$ cat src/rtl/core/tta_pkg.sv
package tta_pkg;

    // Defaults for the top-level parameters
    localparam int MAX_DIMS_DEF     = 4;
    localparam int DIM_WIDTH_DEF    = 12;
    localparam int OFFSET_WIDTH_DEF = 24;

    // Number of input shape registers (perm selects among these axes)
    localparam int NUM_SHAPES = 4;

    // Register field widths
    localparam int RANK_W     = 3;
    localparam int SHAPE_W    = 13;
    localparam int PERM_W     = 8;
    localparam int AXIS_W     = 2;
    localparam int CFG_IDX_W  = 3;
    localparam int CFG_DATA_W = 13;

    // Register reset values
    localparam logic [RANK_W-1:0]  RANK_RST  = RANK_W'(1);
    localparam logic [SHAPE_W-1:0] SHAPE_RST = SHAPE_W'(1);
    localparam logic [PERM_W-1:0]  PERM_RST  = PERM_W'(228);

    // Configuration register indexes
    typedef enum logic [CFG_IDX_W-1:0] {
        REG_RANK    = 3'd0,
        REG_SHAPE_0 = 3'd1,
        REG_SHAPE_1 = 3'd2,
        REG_SHAPE_2 = 3'd3,
        REG_SHAPE_3 = 3'd4,
        REG_PERM    = 3'd5
    } cfg_reg_t;

    // Status from the configuration block to the address pipeline
    typedef struct packed {
        logic              busy;      // derived strides being recomputed
        logic              size_err;  // element count exceeds offset range
        logic [RANK_W-1:0] rank;      // effective rank
    } tta_status_t;

endpackage

$ cat src/rtl/core/tta_cfg.sv
module tta_cfg import tta_pkg::*; #(
    parameter int MAX_DIMS     = MAX_DIMS_DEF,
    parameter int DIM_WIDTH    = DIM_WIDTH_DEF,
    parameter int OFFSET_WIDTH = OFFSET_WIDTH_DEF
) (
    input  logic                  aclk,
    input  logic                  aresetn,
    input  logic                  cfg_valid,
    output logic                  cfg_ready,
    input  logic [CFG_IDX_W-1:0]  cfg_index,
    input  logic [CFG_DATA_W-1:0] cfg_data,
    output tta_status_t           status,
    output logic [DIM_WIDTH:0]    ext_out    [MAX_DIMS],
    output logic [OFFSET_WIDTH-1:0] stride_out [MAX_DIMS]
);

    localparam int EW  = DIM_WIDTH + 1;
    localparam int CW  = (EW > SHAPE_W) ? EW : SHAPE_W;
    localparam int PW  = OFFSET_WIDTH + 2;
    localparam int MW  = PW + EW;
    localparam int SW  = $clog2(NUM_SHAPES + 1);
    localparam int AW  = $clog2(NUM_SHAPES);
    localparam int LIM = (MAX_DIMS < NUM_SHAPES) ? MAX_DIMS : NUM_SHAPES;
    localparam logic [PW-1:0] ONE_PW = PW'(1);
    localparam logic [PW-1:0] RANGE  = ONE_PW << OFFSET_WIDTH;
    localparam logic [PW-1:0] CAP    = RANGE + ONE_PW;
    localparam logic [CW-1:0] EXT_MAX = CW'(1) << DIM_WIDTH;

    logic [RANK_W-1:0]       rank_reg;
    logic [SHAPE_W-1:0]      shape_reg [NUM_SHAPES];
    logic [PERM_W-1:0]       perm_reg;
    logic [SW-1:0]           step_reg;
    logic [PW-1:0]           n_reg;
    logic [PW-1:0]           total_reg;
    logic [OFFSET_WIDTH-1:0] stride_reg [NUM_SHAPES];

    logic [RANK_W-1:0] eff_rank;
    logic [EW-1:0]     ext_in   [NUM_SHAPES];
    logic [EW-1:0]     ext_perm [NUM_SHAPES];
    logic [OFFSET_WIDTH-1:0] stride_perm [NUM_SHAPES];
    logic              busy;
    logic [AW-1:0]     axis_sel;
    logic [AW-1:0]     dim_sel;
    logic [MW-1:0]     prod_n;
    logic [MW-1:0]     prod_t;
    logic [PW-1:0]     n_sat;
    logic [PW-1:0]     t_sat;

    assign cfg_ready = 1'b1;

    // Register writes; a write restarts the stride derivation
    always_ff @(posedge aclk) begin
        if (!aresetn) begin
            rank_reg <= RANK_RST;
            for (int a = 0; a < NUM_SHAPES; a++) begin
                shape_reg[a] <= SHAPE_RST;
            end
            perm_reg <= PERM_RST;
        end else if (cfg_valid && cfg_ready) begin
            unique case (cfg_index)
                REG_RANK:    rank_reg     <= cfg_data[RANK_W-1:0];
                REG_SHAPE_0: shape_reg[0] <= cfg_data[SHAPE_W-1:0];
                REG_SHAPE_1: shape_reg[1] <= cfg_data[SHAPE_W-1:0];
                REG_SHAPE_2: shape_reg[2] <= cfg_data[SHAPE_W-1:0];
                REG_SHAPE_3: shape_reg[3] <= cfg_data[SHAPE_W-1:0];
                REG_PERM:    perm_reg     <= cfg_data[PERM_W-1:0];
                default: ;
            endcase
        end
    end

    // Effective rank: zero acts as one, clamp to the supported dimensions
    always_comb begin
        eff_rank = rank_reg;
        if (eff_rank == '0) eff_rank = RANK_W'(1);
        if (eff_rank > RANK_W'(LIM)) eff_rank = RANK_W'(LIM);
    end

    // Clamped input extents; axes outside the rank have extent one
    always_comb begin
        logic [CW-1:0] e;
        for (int a = 0; a < NUM_SHAPES; a++) begin
            e = CW'(shape_reg[a]);
            if (e == '0) e = CW'(1);
            if (e > EXT_MAX) e = EXT_MAX;
            ext_in[a] = (RANK_W'(a) < eff_rank) ? EW'(e) : EW'(1);
        end
    end

    // Permuted extents and strides per output dimension
    always_comb begin
        logic [AXIS_W-1:0] ax;
        for (int k = 0; k < NUM_SHAPES; k++) begin
            ax = perm_reg[AXIS_W*k +: AXIS_W];
            if (RANK_W'(k) < eff_rank) begin
                ext_perm[k]    = ext_in[ax];
                stride_perm[k] = stride_reg[ax];
            end else begin
                ext_perm[k]    = EW'(1);
                stride_perm[k] = '0;
            end
        end
    end

    for (genvar i = 0; i < MAX_DIMS; i++) begin : g_dim
        if (i < NUM_SHAPES) begin : g_used
            assign ext_out[i]    = ext_perm[i];
            assign stride_out[i] = stride_perm[i];
        end else begin : g_unused
            assign ext_out[i]    = EW'(1);
            assign stride_out[i] = '0;
        end
    end

    // Derivation sequencer: one input axis (innermost first) and one
    // output dimension per cycle; strides wrap at the offset width,
    // the element count saturates
    assign busy     = (step_reg != SW'(NUM_SHAPES));
    assign axis_sel = AW'(NUM_SHAPES - 1) - step_reg[AW-1:0];
    assign dim_sel  = step_reg[AW-1:0];
    assign prod_n   = MW'(n_reg) * MW'(ext_in[axis_sel]);
    assign prod_t   = MW'(total_reg) * MW'(ext_perm[dim_sel]);
    assign n_sat    = PW'(prod_n[OFFSET_WIDTH-1:0]);
    assign t_sat    = (prod_t > MW'(CAP)) ? CAP : prod_t[PW-1:0];

    always_ff @(posedge aclk) begin
        if (!aresetn || (cfg_valid && cfg_ready)) begin
            step_reg  <= '0;
            n_reg     <= ONE_PW;
            total_reg <= ONE_PW;
        end else if (busy) begin
            step_reg <= step_reg + SW'(1);
            if (RANK_W'(axis_sel) < eff_rank) begin
                n_reg <= n_sat;
            end
            if (RANK_W'(dim_sel) < eff_rank) begin
                total_reg <= t_sat;
            end
        end
    end

    always_ff @(posedge aclk) begin
        if (busy) begin
            stride_reg[axis_sel] <= (RANK_W'(axis_sel) < eff_rank) ?
                                    n_reg[OFFSET_WIDTH-1:0] : '0;
        end
    end

    assign status.busy     = busy;
    assign status.size_err = (total_reg > RANGE);
    assign status.rank     = eff_rank;

endmodule

$ cat src/rtl/core/tensor_transpose_address_gen.sv
// Channel | Ports                                        | Direction
// --------+----------------------------------------------+----------
// request | s_valid, s_ready, s_restart                  | in
// result  | m_valid, m_ready, m_src_offset, m_dst_offset,| out
//         | m_last, m_size_error                         |
// config  | cfg_valid, cfg_ready, cfg_index, cfg_data    | in
//
// One request per cycle in steady state unless m_ready stalls the results;
// each request passes the counter stage, per-dimension multiply and offset
// sum before its result appears. After reset and after every configuration
// write, strides are derived one multiply step per cycle; s_ready is low then.
// Reset is synchronous, active low; the walk restarts at element zero.
// A stalled result holds the pipeline; each stage advances when the next
// one is empty or moving, so no transaction is dropped.
module tensor_transpose_address_gen import tta_pkg::*; #(
    parameter int MAX_DIMS     = MAX_DIMS_DEF,
    parameter int DIM_WIDTH    = DIM_WIDTH_DEF,
    parameter int OFFSET_WIDTH = OFFSET_WIDTH_DEF
) (
    input  logic                    aclk,
    input  logic                    aresetn,
    input  logic                    s_valid,
    output logic                    s_ready,
    input  logic                    s_restart,
    output logic                    m_valid,
    input  logic                    m_ready,
    output logic [OFFSET_WIDTH-1:0] m_src_offset,
    output logic [OFFSET_WIDTH-1:0] m_dst_offset,
    output logic                    m_last,
    output logic                    m_size_error,
    input  logic                    cfg_valid,
    output logic                    cfg_ready,
    input  logic [CFG_IDX_W-1:0]    cfg_index,
    input  logic [CFG_DATA_W-1:0]   cfg_data
);

    localparam int EW = DIM_WIDTH + 1;
    localparam int OW = OFFSET_WIDTH;
    localparam int MW = OW + DIM_WIDTH;

    tta_status_t   status;
    logic [EW-1:0] ext_out    [MAX_DIMS];
    logic [OW-1:0] stride_out [MAX_DIMS];

    tta_cfg #(
        .MAX_DIMS     (MAX_DIMS),
        .DIM_WIDTH    (DIM_WIDTH),
        .OFFSET_WIDTH (OFFSET_WIDTH)
    ) u_cfg (
        .aclk       (aclk),
        .aresetn    (aresetn),
        .cfg_valid  (cfg_valid),
        .cfg_ready  (cfg_ready),
        .cfg_index  (cfg_index),
        .cfg_data   (cfg_data),
        .status     (status),
        .ext_out    (ext_out),
        .stride_out (stride_out)
    );

    // Walk state
    logic [DIM_WIDTH-1:0] idx_reg [MAX_DIMS];
    logic [OW-1:0]        cnt_reg;

    // Stage A: counters of the current element
    logic                 a_valid_reg;
    logic [DIM_WIDTH-1:0] a_idx_reg [MAX_DIMS];
    logic [OW-1:0]        a_dst_reg;
    logic                 a_last_reg;
    logic                 a_err_reg;

    // Stage B: per-dimension products
    logic          b_valid_reg;
    logic [OW-1:0] b_prod_reg [MAX_DIMS];
    logic [OW-1:0] b_dst_reg;
    logic          b_last_reg;
    logic          b_err_reg;

    // Output register
    logic          m_valid_reg;
    logic [OW-1:0] m_src_reg;
    logic [OW-1:0] m_dst_reg;
    logic          m_last_reg;
    logic          m_err_reg;

    logic c_ready, b_ready, a_ready, s_accept;

    // Pipeline flow control
    assign c_ready  = !m_valid_reg || m_ready;
    assign b_ready  = !b_valid_reg || c_ready;
    assign a_ready  = !a_valid_reg || b_ready;
    assign s_ready  = a_ready && !status.busy;
    assign s_accept = s_valid && s_ready;

    // Current element, last detection and carry-chained advance
    logic [DIM_WIDTH-1:0] idx_cur [MAX_DIMS];
    logic [DIM_WIDTH-1:0] idx_upd [MAX_DIMS];
    logic [OW-1:0]        cnt_cur;
    logic [OW-1:0]        cnt_upd;
    logic                 last_w;

    always_comb begin
        logic carry;
        cnt_cur = s_restart ? '0 : cnt_reg;
        last_w  = 1'b1;
        for (int i = 0; i < MAX_DIMS; i++) begin
            idx_cur[i] = s_restart ? '0 : idx_reg[i];
            if ((RANK_W'(i) < status.rank) &&
                ((EW'(idx_cur[i]) + EW'(1)) < ext_out[i])) begin
                last_w = 1'b0;
            end
        end
        carry = 1'b1;
        for (int i = MAX_DIMS - 1; i >= 0; i--) begin
            idx_upd[i] = idx_cur[i];
            if (carry && (RANK_W'(i) < status.rank)) begin
                if ((EW'(idx_cur[i]) + EW'(1)) >= ext_out[i]) begin
                    idx_upd[i] = '0;
                end else begin
                    idx_upd[i] = idx_cur[i] + DIM_WIDTH'(1);
                    carry      = 1'b0;
                end
            end
        end
        cnt_upd = cnt_cur + OW'(1);
        if (last_w || status.size_err) begin
            for (int i = 0; i < MAX_DIMS; i++) begin
                idx_upd[i] = '0;
            end
            cnt_upd = '0;
        end
    end

    always_ff @(posedge aclk) begin
        if (!aresetn) begin
            for (int i = 0; i < MAX_DIMS; i++) begin
                idx_reg[i] <= '0;
            end
            cnt_reg <= '0;
        end else if (s_accept) begin
            idx_reg <= idx_upd;
            cnt_reg <= cnt_upd;
        end
    end

    // Stage A registers
    always_ff @(posedge aclk) begin
        if (!aresetn) begin
            a_valid_reg <= 1'b0;
        end else if (a_ready) begin
            a_valid_reg <= s_accept;
        end
    end

    always_ff @(posedge aclk) begin
        if (s_accept) begin
            for (int i = 0; i < MAX_DIMS; i++) begin
                a_idx_reg[i] <= status.size_err ? '0 : idx_cur[i];
            end
            a_dst_reg  <= status.size_err ? '0 : cnt_cur;
            a_last_reg <= last_w || status.size_err;
            a_err_reg  <= status.size_err;
        end
    end

    // Stage B: one multiplier per dimension
    always_ff @(posedge aclk) begin
        if (!aresetn) begin
            b_valid_reg <= 1'b0;
        end else if (b_ready) begin
            b_valid_reg <= a_valid_reg;
        end
    end

    always_ff @(posedge aclk) begin
        logic [MW-1:0] p;
        if (b_ready && a_valid_reg) begin
            for (int i = 0; i < MAX_DIMS; i++) begin
                p = MW'(stride_out[i]) * MW'(a_idx_reg[i]);
                b_prod_reg[i] <= p[OW-1:0];
            end
            b_dst_reg  <= a_dst_reg;
            b_last_reg <= a_last_reg;
            b_err_reg  <= a_err_reg;
        end
    end

    // Output stage: sum of products, modulo the offset range
    logic [OW-1:0] src_sum;

    always_comb begin
        src_sum = '0;
        for (int i = 0; i < MAX_DIMS; i++) begin
            src_sum = src_sum + b_prod_reg[i];
        end
    end

    always_ff @(posedge aclk) begin
        if (!aresetn) begin
            m_valid_reg <= 1'b0;
        end else if (c_ready) begin
            m_valid_reg <= b_valid_reg;
        end
    end

    always_ff @(posedge aclk) begin
        if (c_ready && b_valid_reg) begin
            m_src_reg  <= src_sum;
            m_dst_reg  <= b_dst_reg;
            m_last_reg <= b_last_reg;
            m_err_reg  <= b_err_reg;
        end
    end

    assign m_valid      = m_valid_reg;
    assign m_src_offset = m_src_reg;
    assign m_dst_offset = m_dst_reg;
    assign m_last       = m_last_reg;
    assign m_size_error = m_err_reg;

    // Checks
    a_err_zero: assert property (@(posedge aclk) disable iff (!aresetn)
        (m_valid && m_size_error) |->
            (m_src_offset == '0 && m_dst_offset == '0 && m_last))
        else $error("size error result with nonzero offsets or no last");

    a_restart_zero: assert property (@(posedge aclk) disable iff (!aresetn)
        (s_accept && s_restart) |=> (a_dst_reg == '0))
        else $error("restart did not yield element zero");

    a_cfg_busy: assert property (@(posedge aclk) disable iff (!aresetn)
        (cfg_valid && cfg_ready) |=> !s_ready)
        else $error("request accepted before strides were derived");

    a_last_wrap: assert property (@(posedge aclk) disable iff (!aresetn)
        (s_accept && (last_w || status.size_err)) |=> (cnt_reg == '0))
        else $error("walk did not wrap after the last element");

endmodule
$ cat config.mk
export PLATFORM = sky130hd
export DESIGN_NAME = tensor_transpose_address_gen
export DESIGN_NICKNAME = d
export VERILOG_FILES = /design/src/rtl/core/tta_pkg.sv /design/src/rtl/core/tta_cfg.sv /design/src/rtl/core/tensor_transpose_address_gen.sv
export SDC_FILE = /design/constraint.sdc
export NUM_CORES = 2
export LEC_CHECK = 0
export ABC_CLOCK_PERIOD_IN_PS = 11170
export BUFFER_PORTS_ARGS = -buffer_cell sky130_fd_sc_hd__clkbuf_2
export CORE_MARGIN = 1
export CORE_UTILIZATION = 60
export DETAILED_ROUTE_END_ITERATION = 8
export PLACE_DENSITY = 0.8
export SKIP_CTS_REPAIR_TIMING = 1
export SLEW_MARGIN = 15
export SYNTH_ARGS = -nofsm -noshare
export SYNTH_HDL_FRONTEND = slang
export SYNTH_SLANG_ARGS = --single-unit
$ cat constraint.sdc
create_clock -name aclk -period 11.17 [get_ports aclk]
set_input_delay 0.5585 -clock aclk [delete_from_list [all_inputs] [get_ports aclk]]
set_output_delay 0.5585 -clock aclk [all_outputs]
set_load 0.01 [all_outputs]
Yosys cells after proc, flatten, opt, wreduce, memory -nomap -nowiden:

Memory sizes are Yosys's and may differ from the RTL's. A register that Yosys moved wholly into a read port is not among the register bits.
Cells that the tools add are included.

* memories: 4
* bits in registers: 241
* word-level logic and storage cells: 227
* memory bits (writable): 292
* output and inout bits: 53
* input bits: 22

Memory list
* b_prod_reg: words 4, bits a word 24, rd ports 4, clocked after memory_dff 0, write ports 4, RTL line tensor_transpose_address_gen.sv:74 `logic [OW-1:0] b_prod_reg [MAX_DIMS];`
* u_cfg.stride_reg: words 4, bits a word 24, rd ports 4, clocked after memory_dff 4, write ports 1, RTL line tta_cfg.sv:35 `logic [OFFSET_WIDTH-1:0] stride_reg [NUM_SHAPES];`
* u_cfg.shape_reg: words 4, bits a word 13, rd ports 4, clocked after memory_dff 0, write ports 4, RTL line tta_cfg.sv:30 `logic [SHAPE_W-1:0] shape_reg [NUM_SHAPES];`
* a_idx_reg: words 4, bits a word 12, rd ports 4, clocked after memory_dff 0, write ports 4, RTL line tensor_transpose_address_gen.sv:67 `logic [DIM_WIDTH-1:0] a_idx_reg [MAX_DIMS];`

* multiply operators: 6
* order comparisons: 27
* bitwise gates (word level): 10
* equal/unequal tests: 6
* mux-type cells: 106
* reduce and logical (&&, ||, !) cells: 31
* add/sub/neg operators: 14

Operator list (number)
* 13-bit two-way mux: 32
* 12-bit two-way mux: 16
* 24-bit two-way mux: 7
* 13-bit binary-select mux with 2-bit select: 6
* 24-bit by 12-bit multiplier with 24-bit output: 4
* 24-bit adder: 3
* 12-bit by 1-bit adder with 13-bit output (second input constant): 4
* 13-bit >= comparator: 4
* 13-bit greater-than comparator (second input constant): 4
* 13-bit zero test: 4
* 13-bit less-than comparator: 4
* 12-bit by 1-bit adder with 12-bit output (second input constant): 4
* 48-bit two-way mux: 1
* 39-bit by 25-bit greater-than comparator with 1-bit output (second input constant): 1
* 26-bit by 13-bit multiplier with 39-bit output: 1
* 1-bit two-way mux: 33
* 26-bit by 25-bit greater-than comparator with 1-bit output (second input constant): 1
* 26-bit two-way mux: 1
* 24-bit by 1-bit adder with 24-bit output (second input constant): 1
* 24-bit by 13-bit multiplier with 24-bit output: 1
* 3-bit >= comparator (second input constant): 6
* 2-bit NOT with 3-bit output: 6
* 2-bit two-way mux: 8
* 1-bit logical AND: 11
* 16 further kinds: 37

Logic depth before layout (Yosys ltp):

* word-level depth: 20
* gate-level depth with buffers: 38
* depth with buffers taken out: 33

Modules after synthesis:

Synthesis repeated with hierarchy kept, for this count alone.

* cells, all modules: 7593
* area, all modules: 71601.2 sq um

By module, submodules not included
* tensor_transpose_address_gen: cells an instance 4397, area an instance 40956.8 sq um, instances 1, sequential area each 8888.5 sq um
* tta_cfg: cells an instance 3196, area an instance 30644.4 sq um, instances 1, sequential area each 5885.6 sq um

Worst setup path before layout:

OpenSTA, ideal clock, no wires.

* path kind: input to register
* from: input m_ready
* to: register b_dst_reg[0], enable pin
* setup slack: 0.911 ns
* stages: 2
* required time: 10.380 ns
* data arrival time: 9.470 ns
* path buffers: 0
* library setup time: 0.790 ns
* cells stage by stage: nor2b_1 a21boi_0

* longest elaborated chain between the ends: 3

Ends and longest elaborated chain
* from (decl): RTL line tensor_transpose_address_gen.sv:26 `input logic m_ready,`
* 1-bit logical OR: RTL line tensor_transpose_address_gen.sv:89 `assign c_ready = !m_valid_reg || m_ready;`
* 1-bit logical OR: RTL line tensor_transpose_address_gen.sv:90 `assign b_ready = !b_valid_reg || c_ready;`
* 1-bit logical AND: RTL line tensor_transpose_address_gen.sv:177 `if (b_ready && a_valid_reg) begin`
* to (signal assigned): RTL line tensor_transpose_address_gen.sv:182 `b_dst_reg <= a_dst_reg;`
* to (decl): RTL line tensor_transpose_address_gen.sv:75 `logic [OW-1:0] b_dst_reg;`

Every way passes these cells.
A chain may end at the register's enable or synchronous reset.

==> out/results.ini <==
[run_status]
status=finished clean

[placement]
io_buffers=73
dpl_cell_area_sq_um=72200
dp_hpwl_um=152000
gp_congestion=0.965

[drt]
route.detailed.drc=0
wire_per_inst_um=22.3
num_vias=54019
viasPerCell=6.15
drtPass1Iterations=8
wirelength_um=196000
ant_nets=0
first_iter_violations=4978

[die]
rows=125
die_y_um=345
die_w_um=345
die_area_sq_um=119000
ioPinCount=75
start_util_pct=60.7
coreArea_sq_um=117000

[sta]
clock_skew_ns=0.0636
setup_violations=0
post-route-min-period_ns=10.50
tightest_slew_ns=1.31
finalMaxSlewViolations=0
rsz0062_at_grt=no
fmax_mhz=95.2
finalHoldViolCount=0
fin_tns_setup_ns=0
slew_headroom_pct=12.8
finalCritPeriodShare_pct=94.0

[logic_synthesis]
synth_cells=7388
syn_area_sq_um=70700
ys_seq_area_share_pct=20.9
syn_area_per_cell_sq_um=9.57
ys_warn_count=0
ys_types=98
synth_flop_cell=edfxtp_1
ys_ff_latch=541
synth_edf_count=394
syn_nets=8904
async_reset_ff_share_pct=0

[worst_setup_path]
crit_path_frequent_cell=fa_1
reg2reg_depth=29
cpMaxStageDelayCell=nor4_4
worstPathRequired_ns=11.85
r2r_start=u_cfg.shape_reg[2][7]
cp_num_buf_inv=4
crit_type=register to register
cp-start-kind=register
reg2reg_to=u_cfg.total_reg[4]
crit_fanout=16
r2r_slack_ns=0.67
crit_family=compound AO/OA/AOI/OAI gates
slowest_delay_ns=0.88
end_kind=register
arrival_ns=11.18

[finish]
syn2layout_area_growth_pct=4.90
nFillCells=9082
final_util_pct=63.7
mostFrequentLayoutCell=nand2_1
multiInputGateArea_sq_um=50300
layout_common_cells=1222 x nand2_1, 1115 x fa_1, 1113 x inv_1
seq_area_sq_um=14800
layout-drive-gt1-share_pct=6.31
layout.nets=8724
final_area_sq_um=74200

[clock_tree]
cts_buffers=61
cts_tree=built
cts_root_buf=clkbuf_16
htreeDepth=2
insertion_delay_ns=0.74
cts.path.max_buffers=3
cts_sinks=541
clk_pin_slew_ns=0.07

[min_path]
hold_start=cfg_data[12]
hold_depth=2
hp-class=input pin to register
whs_endpoint=u_cfg.shape_reg[0][12]

[global_routing]
grt_pass1_vias=56727
grt_max_degree=106
grt_pass1_wl_um=313000
grt_overflow=0
grt.total_usage_pct=33.5
grt_antenna_before_repair=7

[pwr]
power.leakage_nw=31.8
peakVddDrop_mv=0.144
power.density_nw_per_um2=76.2

[job]
cap_viol_max_count=0

## layout make-up
| type | instances | area share [%] |
|---|---|---|
| flip-flops and latches | 541 | 19.9 |
| multi-input cells | 5333 | 67.8 |
| inverters | 1117 | 5.65 |
| well taps | 1524 | 2.57 |
| clock inverters | 34 | 0.486 |
| diodes | 1 | 0.00337 |
| repair buffers | 154 | 1.31 |
| clock buffers | 79 | 2.20 |
## cells in the mapped netlist (165+ instances only)
library cell	count	area share, %
nand2_1	1222	6.5
fa_1	1115	32
inv_1	1113	5.9
and2_1	487	4.3
edfxtp_1	394	17
ha_1	379	6.7
clkbuf_1	362	1.9
and3_1	243	2.1
nor2_1	241	1.3
a21oi_1	194	1.4
xnor2_1	192	2.4
o21ai_0	165	1.2
## stage by stage
| step | setup WS [ns] | std cells | hold WS [ns] | power [mW] |
|---|---|---|---|---|
| floorplan | 0.911 | 7388 | 0.400 | 3.22 |
| global placement | 1.01 | 8669 | 0.404 | 3.58 |
| detailed placement | 0.808 | 8669 | 0.405 | 3.62 |
| CTS | 0.790 | 8782 | 0.147 | 5.64 |
| global route | 0.104 | 8782 | 0.170 | 5.85 |
| finish | 0.666 | 8783 | 0.156 | 5.65 |
## worst reg2reg max path: cells and delay by family, from the launching register on
kind            cells  cell delay [ns]
simple gates        8             3.26
buf+inv             4             0.44
fa+ha+maj           6             2.87
flops               1             0.49
compound gates     11             3.40
## worst max path at each step
| stage | start | endpoint | slack (ns) | cells past startpoint |
|---|---|---|---|---|
| 2_1_floorplan | m_ready | b_dst_reg[0] | 0.91 | 2 |
| 6_report | u_cfg.shape_reg[2][7] | u_cfg.total_reg[4] | 0.67 | 29 |
| 5_1_grt | u_cfg.shape_reg[2][7] | u_cfg.total_reg[4] | 0.10 | 30 |
| 3_3_place_gp | u_cfg.shape_reg[2][11] | u_cfg.total_reg[4] | 1.01 | 29 |
| 3_5_place_dp | u_cfg.shape_reg[2][7] | u_cfg.total_reg[4] | 0.81 | 29 |
| 4_1_cts | u_cfg.shape_reg[2][7] | u_cfg.total_reg[4] | 0.79 | 29 |
## where the power goes
part,switching [mW],internal [mW]
Sequential,0.0746,2.20
Combinational,0.850,0.491
Clock,0.941,1.10
Total,1.87,3.79
## metal layers
layer	up-vias	track usage, %	part of all wire, %
met5	-	0	0.014
met3	660	5.32	8.7
li1	23418	-	-
met2	2886	54.9	47
met4	4	21.5	7.3
met1	27051	41.5	37
## logic make-up (layout without fill, tap and decap cells)
logic type | Yosys count | in the layout | share of synthesized area, %
simple gates | 2667 | 2667 | 18.3
buf+inv | 1514 | 1384 | 8.08
fa+ha+maj | 1494 | 1494 | 38.3
compound gates | 766 | 766 | 7.15
flops | 541 | 541 | 20.9
xor+xnor | 259 | 259 | 3.27
mux | 146 | 146 | 4.09
other cells | 1 | 2 | 0.00530
Note: power is estimated with default switching activity, not from simulation.
